## src/rtl/dpid_pkg.sv

```systemverilog
// ============================================================================
// dpid_pkg
// Shared types and constants for the dual axis pid servo controller:
// channel items, configuration register set, controller commands.
// ============================================================================
`default_nettype none

package dpid_pkg;

  // field widths
  localparam int unsigned POS_W   = 12;
  localparam int unsigned GAIN_W  = 20;
  localparam int unsigned DUTY_W  = 16;
  localparam int unsigned ERR_W   = 13;
  localparam int unsigned DIFF_W  = 14;
  localparam int unsigned SUM_W   = 24;
  localparam int unsigned CIDX_W  = 3;
  localparam int unsigned CDATA_W = 20;

  // multiplier and accumulator widths
  localparam int unsigned MUL_A_W = GAIN_W + 1;
  localparam int unsigned MUL_B_W = SUM_W + 1;
  localparam int unsigned PROD_W  = MUL_A_W + MUL_B_W;
  localparam int unsigned ACC_W   = PROD_W + 1;
  localparam int unsigned ACC3_W  = ACC_W + 2;
  localparam int unsigned RND_SH  = 13;
  localparam int unsigned SCL_W   = ACC3_W - RND_SH;
  localparam int unsigned DSUM_W  = SCL_W + 1;

  // configuration register indexes
  localparam logic [CIDX_W-1:0] REG_KP_GAIN     = 3'd0;
  localparam logic [CIDX_W-1:0] REG_KI_GAIN     = 3'd1;
  localparam logic [CIDX_W-1:0] REG_KD_GAIN     = 3'd2;
  localparam logic [CIDX_W-1:0] REG_DUTY_CENTER = 3'd3;
  localparam logic [CIDX_W-1:0] REG_DUTY_MIN    = 3'd4;
  localparam logic [CIDX_W-1:0] REG_DUTY_MAX    = 3'd5;

  // configuration reset values
  localparam logic [GAIN_W-1:0] KP_RST     = 20'd2048;
  localparam logic [GAIN_W-1:0] KI_RST     = 20'd0;
  localparam logic [GAIN_W-1:0] KD_RST     = 20'd32768;
  localparam logic [DUTY_W-1:0] CENTER_RST = 16'd1500;
  localparam logic [DUTY_W-1:0] MIN_RST    = 16'd900;
  localparam logic [DUTY_W-1:0] MAX_RST    = 16'd2100;

  // running sum limits
  localparam logic signed [MUL_B_W-1:0] SUM_MAX = 25'sd8388607;
  localparam logic signed [MUL_B_W-1:0] SUM_MIN = -25'sd8388608;

  // rounding offset for the 1.5 scale (3 / 8192 in Q12)
  localparam logic signed [ACC3_W-1:0] RND_OFS = 49'sd4096;

  typedef struct packed {
    logic              axis;
    logic [POS_W-1:0]  position;
    logic [POS_W-1:0]  setpoint;
  } in_item_t;

  typedef struct packed {
    logic              axis_out;
    logic [DUTY_W-1:0] duty_us;
    logic              clamped;
  } out_item_t;

  typedef struct packed {
    logic [GAIN_W-1:0] kp_gain;
    logic [GAIN_W-1:0] ki_gain;
    logic [GAIN_W-1:0] kd_gain;
    logic [DUTY_W-1:0] duty_center;
    logic [DUTY_W-1:0] duty_min;
    logic [DUTY_W-1:0] duty_max;
  } cfg_regs_t;

  typedef enum logic [1:0] {
    MUL_P = 2'd0,
    MUL_I = 2'd1,
    MUL_D = 2'd2
  } mul_sel_t;

  typedef struct packed {
    logic     load_in;
    logic     calc_err;
    logic     mul_en;
    mul_sel_t mul_sel;
    logic     acc_load;
    logic     acc_add;
    logic     scale;
    logic     out_load;
  } dp_cmd_t;

  typedef struct packed {
    logic out_free;
  } dp_status_t;

  typedef enum logic [7:0] {
    ST_IDLE = 8'b0000_0001,
    ST_ERR  = 8'b0000_0010,
    ST_MP   = 8'b0000_0100,
    ST_MI   = 8'b0000_1000,
    ST_MD   = 8'b0001_0000,
    ST_ACC  = 8'b0010_0000,
    ST_SCL  = 8'b0100_0000,
    ST_CLP  = 8'b1000_0000
  } ctrl_state_t;

endpackage

`default_nettype wire

```

## src/rtl/dpid_cfg_regs.sv

```systemverilog
// ============================================================================
// dpid_cfg_regs
// Configuration register file: gains, duty center and duty limits,
// written through a plain write port, values masked to register width.
// ============================================================================
`default_nettype none

module dpid_cfg_regs
  import dpid_pkg::*;
(
  input  wire logic               clk,
  input  wire logic               rst_n,
  input  wire logic               cfg_we,
  input  wire logic [CIDX_W-1:0]  cfg_index,
  input  wire logic [CDATA_W-1:0] cfg_wdata,
  output cfg_regs_t               regs
);

  cfg_regs_t regs_r, regs_nxt;

  // decode the write, unknown indexes are dropped
  always_comb begin
    regs_nxt = regs_r;
    if (cfg_we) begin
      case (cfg_index)
        REG_KP_GAIN:     regs_nxt.kp_gain     = cfg_wdata[GAIN_W-1:0];
        REG_KI_GAIN:     regs_nxt.ki_gain     = cfg_wdata[GAIN_W-1:0];
        REG_KD_GAIN:     regs_nxt.kd_gain     = cfg_wdata[GAIN_W-1:0];
        REG_DUTY_CENTER: regs_nxt.duty_center = cfg_wdata[DUTY_W-1:0];
        REG_DUTY_MIN:    regs_nxt.duty_min    = cfg_wdata[DUTY_W-1:0];
        REG_DUTY_MAX:    regs_nxt.duty_max    = cfg_wdata[DUTY_W-1:0];
        default:         regs_nxt = regs_r;
      endcase
    end
  end

  always_ff @(posedge clk) begin
    if (!rst_n) begin
      regs_r.kp_gain     <= KP_RST;
      regs_r.ki_gain     <= KI_RST;
      regs_r.kd_gain     <= KD_RST;
      regs_r.duty_center <= CENTER_RST;
      regs_r.duty_min    <= MIN_RST;
      regs_r.duty_max    <= MAX_RST;
    end else begin
      regs_r <= regs_nxt;
    end
  end

  assign regs = regs_r;

endmodule

`default_nettype wire

```

## src/rtl/dpid_ctrl.sv

```systemverilog
// ============================================================================
// dpid_ctrl
// Sequencer for one pid update: error step, three passes through the
// shared multiplier, accumulate, scale, then clamp into the output register.
// ============================================================================
`default_nettype none

module dpid_ctrl
  import dpid_pkg::*;
(
  input  wire logic       clk,
  input  wire logic       rst_n,
  input  wire logic       in_valid,
  output logic            in_stall,
  input  wire dp_status_t status,
  output dp_cmd_t         cmd
);

  ctrl_state_t state_r, state_nxt;
  logic        in_take;

  assign in_stall = (state_r != ST_IDLE);
  assign in_take  = in_valid && (state_r == ST_IDLE);

  // next state and commands
  always_comb begin
    state_nxt    = state_r;
    cmd          = '0;
    cmd.mul_sel  = MUL_P;
    case (state_r)
      ST_IDLE: begin
        if (in_take) begin
          cmd.load_in = 1'b1;
          state_nxt   = ST_ERR;
        end
      end
      ST_ERR: begin
        cmd.calc_err = 1'b1;
        state_nxt    = ST_MP;
      end
      ST_MP: begin
        cmd.mul_en  = 1'b1;
        cmd.mul_sel = MUL_P;
        state_nxt   = ST_MI;
      end
      ST_MI: begin
        cmd.mul_en   = 1'b1;
        cmd.mul_sel  = MUL_I;
        cmd.acc_load = 1'b1;
        state_nxt    = ST_MD;
      end
      ST_MD: begin
        cmd.mul_en  = 1'b1;
        cmd.mul_sel = MUL_D;
        cmd.acc_add = 1'b1;
        state_nxt   = ST_ACC;
      end
      ST_ACC: begin
        cmd.acc_add = 1'b1;
        state_nxt   = ST_SCL;
      end
      ST_SCL: begin
        cmd.scale = 1'b1;
        state_nxt = ST_CLP;
      end
      ST_CLP: begin
        // wait here while the previous result still sits in the output register
        if (status.out_free) begin
          cmd.out_load = 1'b1;
          state_nxt    = ST_IDLE;
        end
      end
      default: begin
        state_nxt = ST_IDLE;
      end
    endcase
  end

  always_ff @(posedge clk) begin
    if (!rst_n) begin
      state_r <= ST_IDLE;
    end else begin
      state_r <= state_nxt;
    end
  end

endmodule

`default_nettype wire

```

## src/rtl/dpid_datapath.sv

```systemverilog
// ============================================================================
// dpid_datapath
// Per-axis error state, shared signed multiplier with accumulator,
// 1.5x rounding scale, duty clamp and the output register.
// ============================================================================
`default_nettype none

module dpid_datapath
  import dpid_pkg::*;
(
  input  wire logic      clk,
  input  wire logic      rst_n,
  input  wire in_item_t  in_data,
  input  wire cfg_regs_t regs,
  input  wire dp_cmd_t   cmd,
  output dp_status_t     status,
  output logic           out_valid,
  input  wire logic      out_stall,
  output out_item_t      out_data
);

  // captured input
  in_item_t in_r;

  // per-axis state
  logic signed [SUM_W-1:0] sum_st_r  [2];
  logic signed [ERR_W-1:0] last_st_r [2];

  // per-item working registers
  logic signed [ERR_W-1:0]  err_r;
  logic signed [SUM_W-1:0]  sum_r;
  logic signed [DIFF_W-1:0] diff_r;
  logic signed [PROD_W-1:0] prod_r;
  logic signed [ACC_W-1:0]  acc_r;
  logic signed [SCL_W-1:0]  scl_r;
  logic                     out_valid_r;
  out_item_t                out_r;

  // error step signals
  logic signed [ERR_W-1:0]   err;
  logic signed [MUL_B_W-1:0] sum_raw;
  logic signed [SUM_W-1:0]   sum_sat;
  logic signed [DIFF_W-1:0]  diff;

  // multiplier operands
  logic signed [MUL_A_W-1:0] mul_a;
  logic signed [MUL_B_W-1:0] mul_b;
  logic signed [PROD_W-1:0]  prod;
  logic signed [ACC_W-1:0]   prod_ext;

  // scale and clamp
  logic signed [ACC3_W-1:0]  acc3;
  logic signed [DSUM_W-1:0]  duty;
  logic signed [DSUM_W-1:0]  dmin;
  logic signed [DSUM_W-1:0]  dmax;
  logic                      below;
  logic                      above;
  out_item_t                 out_nxt;

  // error, saturating sum and difference for the served axis
  always_comb begin
    err     = $signed({1'b0, in_r.setpoint}) - $signed({1'b0, in_r.position});
    sum_raw = MUL_B_W'(sum_st_r[in_r.axis]) + MUL_B_W'(err);
    if (sum_raw > SUM_MAX) begin
      sum_sat = SUM_W'(SUM_MAX);
    end else if (sum_raw < SUM_MIN) begin
      sum_sat = SUM_W'(SUM_MIN);
    end else begin
      sum_sat = sum_raw[SUM_W-1:0];
    end
    diff = DIFF_W'(err) - DIFF_W'(last_st_r[in_r.axis]);
  end

  // operand select for the shared multiplier
  always_comb begin
    case (cmd.mul_sel)
      MUL_P: begin
        mul_a = $signed({1'b0, regs.kp_gain});
        mul_b = MUL_B_W'(err_r);
      end
      MUL_I: begin
        mul_a = $signed({1'b0, regs.ki_gain});
        mul_b = MUL_B_W'(sum_r);
      end
      MUL_D: begin
        mul_a = $signed({1'b0, regs.kd_gain});
        mul_b = MUL_B_W'(diff_r);
      end
      default: begin
        mul_a = '0;
        mul_b = '0;
      end
    endcase
  end

  assign prod     = mul_a * mul_b;
  assign prod_ext = ACC_W'(prod_r);

  // 3*acc + 4096, floor divide by 8192 is the arithmetic shift
  assign acc3 = ACC3_W'(acc_r) + (ACC3_W'(acc_r) <<< 1) + RND_OFS;

  // center plus drive, clamp with the low limit checked first
  always_comb begin
    duty  = $signed({{(DSUM_W-DUTY_W){1'b0}}, regs.duty_center}) + DSUM_W'(scl_r);
    dmin  = $signed({{(DSUM_W-DUTY_W){1'b0}}, regs.duty_min});
    dmax  = $signed({{(DSUM_W-DUTY_W){1'b0}}, regs.duty_max});
    below = (duty < dmin);
    above = (duty > dmax);
    out_nxt.axis_out = in_r.axis;
    if (below) begin
      out_nxt.duty_us = regs.duty_min;
      out_nxt.clamped = 1'b1;
    end else if (above) begin
      out_nxt.duty_us = regs.duty_max;
      out_nxt.clamped = 1'b1;
    end else begin
      out_nxt.duty_us = duty[DUTY_W-1:0];
      out_nxt.clamped = 1'b0;
    end
  end

  // payload registers
  always_ff @(posedge clk) begin
    if (cmd.load_in) begin
      in_r <= in_data;
    end
    if (cmd.calc_err) begin
      err_r  <= err;
      sum_r  <= sum_sat;
      diff_r <= diff;
    end
    if (cmd.mul_en) begin
      prod_r <= prod;
    end
    if (cmd.acc_load) begin
      acc_r <= prod_ext;
    end else if (cmd.acc_add) begin
      acc_r <= acc_r + prod_ext;
    end
    if (cmd.scale) begin
      scl_r <= acc3[ACC3_W-1:RND_SH];
    end
    if (cmd.out_load) begin
      out_r <= out_nxt;
    end
  end

  // axis state, cleared by reset
  always_ff @(posedge clk) begin
    if (!rst_n) begin
      sum_st_r[0]  <= '0;
      sum_st_r[1]  <= '0;
      last_st_r[0] <= '0;
      last_st_r[1] <= '0;
    end else if (cmd.calc_err) begin
      sum_st_r[in_r.axis]  <= sum_sat;
      last_st_r[in_r.axis] <= err;
    end
  end

  // output beat valid
  always_ff @(posedge clk) begin
    if (!rst_n) begin
      out_valid_r <= 1'b0;
    end else if (cmd.out_load) begin
      out_valid_r <= 1'b1;
    end else if (!out_stall) begin
      out_valid_r <= 1'b0;
    end
  end

  assign status.out_free = !out_valid_r || !out_stall;
  assign out_valid       = out_valid_r;
  assign out_data        = out_r;

endmodule

`default_nettype wire

```

## src/rtl/dual_axis_pid_servo.sv

```systemverilog
// ============================================================================
// dual_axis_pid_servo
// Two-axis pid controller for a servo-tilted plate: per-axis error sum and
// last error, shared gain multiplier, 1.5x scale to microseconds, clamp.
// ============================================================================
//
//  channel  direction  payload       handshake
//  in_      input      in_item_t     in_valid / in_stall
//  out_     output     out_item_t    out_valid / out_stall
//  cfg_     input      index, wdata  cfg_we, no wait
//
//  a beat's result lands in the output register after the ERR, MP, MI, MD,
//  ACC, SCL and CLP states, and no new beat is taken before that: the
//  three gain products go one after another through a single multiplier.
//  a new beat is taken once the previous one reaches the output register,
//  even while that result is still stalled; a stalled result holds the
//  update in its last cycle. rst_n is synchronous and clears both axes'
//  error state and loads the default gains and duty limits.
// ============================================================================
`default_nettype none

module dual_axis_pid_servo
  import dpid_pkg::*;
(
  input  wire logic               clk,
  input  wire logic               rst_n,
  input  wire logic               in_valid,
  output logic                    in_stall,
  input  wire in_item_t           in_data,
  output logic                    out_valid,
  input  wire logic               out_stall,
  output out_item_t               out_data,
  input  wire logic               cfg_we,
  input  wire logic [CIDX_W-1:0]  cfg_index,
  input  wire logic [CDATA_W-1:0] cfg_wdata
);

  cfg_regs_t  regs;
  dp_cmd_t    cmd;
  dp_status_t status;

  // configuration registers
  dpid_cfg_regs u_cfg (
    .clk       (clk),
    .rst_n     (rst_n),
    .cfg_we    (cfg_we),
    .cfg_index (cfg_index),
    .cfg_wdata (cfg_wdata),
    .regs      (regs)
  );

  // sequencer
  dpid_ctrl u_ctrl (
    .clk      (clk),
    .rst_n    (rst_n),
    .in_valid (in_valid),
    .in_stall (in_stall),
    .status   (status),
    .cmd      (cmd)
  );

  // arithmetic and output register
  dpid_datapath u_dp (
    .clk       (clk),
    .rst_n     (rst_n),
    .in_data   (in_data),
    .regs      (regs),
    .cmd       (cmd),
    .status    (status),
    .out_valid (out_valid),
    .out_stall (out_stall),
    .out_data  (out_data)
  );

endmodule

`default_nettype wire

```

## config.mk

```make
export PLATFORM = sky130hd
export DESIGN_NAME = dual_axis_pid_servo
export DESIGN_NICKNAME = d
export VERILOG_FILES = /design/src/rtl/dpid_pkg.sv /design/src/rtl/dpid_cfg_regs.sv /design/src/rtl/dpid_ctrl.sv /design/src/rtl/dpid_datapath.sv /design/src/rtl/dual_axis_pid_servo.sv
export SDC_FILE = /design/constraint.sdc
export NUM_CORES = 2
export LEC_CHECK = 0
export ABC_AREA = 1
export BUFFER_PORTS_ARGS = -buffer_cell sky130_fd_sc_hd__buf_2
export CORE_UTILIZATION = 56
export DETAILED_ROUTE_END_ITERATION = 16
export PLACE_DENSITY_LB_ADDON = 0.12
export SYNTH_ARGS = -nofsm -noshare
export SYNTH_HDL_FRONTEND = slang
export SYNTH_SLANG_ARGS = --single-unit
```

## constraint.sdc

```tcl
create_clock -name clk -period 11.3 [get_ports clk]
set_input_delay 2.26 -clock clk [delete_from_list [all_inputs] [get_ports clk]]
set_output_delay 2.26 -clock clk [all_outputs]
set_load 0.02 [all_outputs]
```

==> impl_metrics.csv <==
group,metric,value,unit
status,outcome,"complete, no violations",
power,p_int,4.73,mW
floorplanning,rows,102,
sta,tightest_slew,1210,ps
yosys,synth_seq_area_share,25.4,%
min_path,whs_endpoint,"u_cfg.regs[62]",
route,wirelength,127,mm
critical_path,worstReg2RegEnd,"u_dp.prod_r[44]",
finish,fin_nets,6332,
clock_network,post_cts_buffers,0,
power,peakVddDrop,0.000505,V
yosys,ys_ff_latch,415,
finish,num_antenna_cells,0,
placement,hpwl,101,mm
route,routed-via-count,36125,
power,p_sw,4.26,mW
yosys,synth_edf_count,297,
run,cap_violations,0,
floorplanning,die_y,283,um
power,p_leak,22.9,nW
finish,drive_gt1_share,6.02,%
clock_network,worstSkewPairLatency,620,ps
floorplanning,io_pins,73,
clock_network,clock_sinks,415,
global_route,grt_usage,32.1,%
min_path,hold_depth,2,
critical_path,cp.arrival,10060,ps
clock_network,cts_tree,"done",
clock_network,clk_pin_slew_worst_paths,60,ps
critical_path,cp_top_family,"adder cells",
floorplanning,start_util,56.9,%
sta,fmax,103,MHz
critical_path,cp-end-kind,"flop",
sta,min_period,9740,ps
route,via_per_inst,5.55,
finish,area_growth,7.29,%
min_path,hp-class,"reg -> reg",
floorplanning,core-area,78000,um^2
yosys,ys_types,56,
sta,fin_crit_sh,86.2,%
route,drc_errors,0,
global_route,grt_remaining_overflow,0,
min_path,hold_start,"u_cfg.regs[62]",
sta,drv_slew,0,
placement,routabilityCongestion,1.01,
critical_path,cp_max_fo,24,
critical_path,worst-path-buf-inv,5,
clock_network,clock_path_buffers,3,
global_route,grt_pass1_wl,202,mm
critical_path,required,11620,ps
sta,finalSetupViolCount,0,
yosys,yosys_warnings,0,
power,switching_share,47.4,%
critical_path,cpPeakStageDelay,970,ps
global_route,first_global_vias,36664,
yosys,async_flop_share,0,%
clock_network,hold_buffers,0,
sta,rsz0062_at_grt,"false",
placement,place_area,46000,um^2
yosys,netlist_area,44400,um^2
power,combPwrFrac,58.9,%
sta,slew_headroom,18.9,%
route,antenna_left,0,
route,avgRoutedWirePerCell,19.5,um
placement,io_buffers,72,
global_route,grt_max_degree,94,
global_route,antenna_found_initial,0,
power,p_clk_share,17.9,%
power,pwr-share-seq,23.2,%
sta,finClkSkew,52.2,ps
clock_network,cts_buffers,48,
finish,layout_common_cells,"1003 x inv_1, 972 x nand2_1, 660 x nor2_1",
yosys,synthesis.nets,6279,
floorplanning,die_area,80300,um^2
yosys,synth.avg_cell_area,8.25,um^2
clock_network,ctsResizeCount,0,
sta,fin_setup_tns,0,ps
clock_network,cts_root_buf,"clkbuf_16",
critical_path,cp_common_cell,"fa_1",
critical_path,slowest_stage,"fa_1",
yosys,synthFlopType,"edfxtp_1",
critical_path,crit_type,"reg -> reg",
route,dr.pass1.iters,6,
floorplanning,die_x,283,um
yosys,synth_cells,5374,
critical_path,rrSetupSlack,1560,ps
clock_network,htreeDepth,2,
critical_path,reg2reg_from,"u_ctrl.state_r[2]",
route,drt_iter0_markers,2686,
critical_path,ff2ff_path_depth,28,
finish,fin_area,47600,um^2
finish,utilization,61.0,%
power,power_density,189,nW/um^2
critical_path,cp-start-kind,"flop",
sta,hold_violations,0,
finish,layout_commonest_cell,"inv_1",
==> Yosys cell counts, types with 4 or more instances <==
library cell	instances	area (um^2)
nor2_2	8	50.1
o21bai_1	16	120
inv_1	1004	3770
o31ai_1	9	67.6
o211ai_1	25	188
a21o_1	9	67.6
inv_2	11	41.3
xor2_1	105	920
o21ai_0	243	1220
mux2_2	25	282
edfxtp_1	297	8920
nor2_1	662	2480
buf_4	4	30.0
o21a_1	27	203
a21oi_2	21	184
fa_1	501	10000
nand3_1	164	821
ha_1	351	4390
nand3_2	4	40.0
clkinv_1	14	52.6
o22ai_1	16	100
nand4_1	52	325
a31oi_1	51	319
nor3_1	29	145
buf_1	4	15.0
nand3_4	4	70.1
xnor2_1	47	412
or2_2	25	156
and3_1	6	37.5
mux2i_1	12	120
a21oi_1	345	1730
nand2_2	4	25.0
dfxtp_1	118	2360
clkbuf_1	93	349
a22o_1	8	70.1
nand3b_1	10	75.1
nand2_1	975	3660
buf_2	25	125
nor4_1	19	119
==> layer usage <==
metal	wire, um	global-route usage [%]	vias to the layer above	part of all wire [%]
met5	0	0	-	0
met4	5110	12.1	0	4.0
met3	8440	4.57	269	6.7
met2	60900	54.4	1166	48
met1	52300	41.7	17469	41
li1	-	-	17221	-
==> power groups by stage <==
stage | Sequential (mW) | Combinational [mW] | Clock [mW]
floorplan | 2.11 | 3.80 | 0
CTS | 2.09 | 5.28 | 1.64
detailed placement | 2.12 | 5.24 | 0
finish | 2.09 | 5.30 | 1.61
global route | 2.10 | 5.94 | 1.69
global placement | 2.11 | 5.19 | 0
==> how the worst max path moves through the flow <==
stage / cells after the start / end / startpoint
after global routing: 28 / u_dp.prod_r[44] / u_ctrl.state_r[2]
after global placement: 28 / u_dp.prod_r[45] / u_ctrl.state_r[2]
after floorplan: 9 / u_dp.last_st_r[0][0] / u_ctrl.state_r[4]
after detailed placement: 28 / u_dp.prod_r[44] / u_ctrl.state_r[2]
final: 28 / u_dp.prod_r[44] / u_ctrl.state_r[2]
after CTS: 28 / u_dp.prod_r[44] / u_ctrl.state_r[0]
==> kinds of logic (layout without fill, tap and decap cells) <==
group	Yosys count	count (layout)	share of synthesized area [%]
AND/OR/NAND/NOR	1972	1972	18.3
buffers and inverters	1156	1248	9.90
adder cells (fa/ha/maj)	852	852	32.5
AO/OA/AOI/OAI	790	790	9.96
flip-flops	415	415	25.4
XOR/XNOR	152	152	3.00
multiplexers	37	37	0.905
==> through the flow <==
stage | total power [mW] | std cells | hold WS (ps) | setup WS (ps)
6_report | 8.99 | 6506 | 454 | 1560
5_1_grt | 9.73 | 6506 | 473 | 1070
4_1_cts | 9.00 | 6506 | 456 | 1620
3_5_place_dp | 7.36 | 6417 | 447 | 1690
3_3_place_gp | 7.31 | 6417 | 440 | 1790
2_1_floorplan | 5.91 | 5374 | 429 | 3300
==> state kept, by name (all words and copies together) (netlist names), named ones only <==
name            cells
u_dp.out_data      18
u_dp.scl_r         36
u_dp.err_r         13
u_dp.sum_r         24
u_dp.acc_r         47
u_dp.diff_r        14
u_dp.out_valid      1
u_dp.prod_r        46
u_cfg.regs        108
u_dp.in_r          25
u_ctrl.state_r      8
u_dp.last_st_r     26
u_dp.sum_st_r      48
==> worst register-to-register path, delay by kind of cell (launching register included) <==
| kind | cells | cell delay (ps) |
|---|---|---|
| buffers and inverters | 5 | 1800 |
| adder cells (fa/ha/maj) | 8 | 4500 |
| flip-flops | 1 | 320 |
| AO/OA/AOI/OAI | 1 | 100 |
| XOR/XNOR | 1 | 90 |
| AND/OR/NAND/NOR | 13 | 2640 |
==> area by class of cell <==
cell class                      count  area [um^2]
Sequential cell                   415        11300
Clock buffer                       65         1370
Tap cell                         1040         1300
Multi-Input combinational cell   3803        28700
Timing Repair Buffer              130          796
Inverter                         1029         3860
Fill cell                        7101        30400
Clock inverter                     24          265
Note: power is estimated with default switching activity, not from simulation.
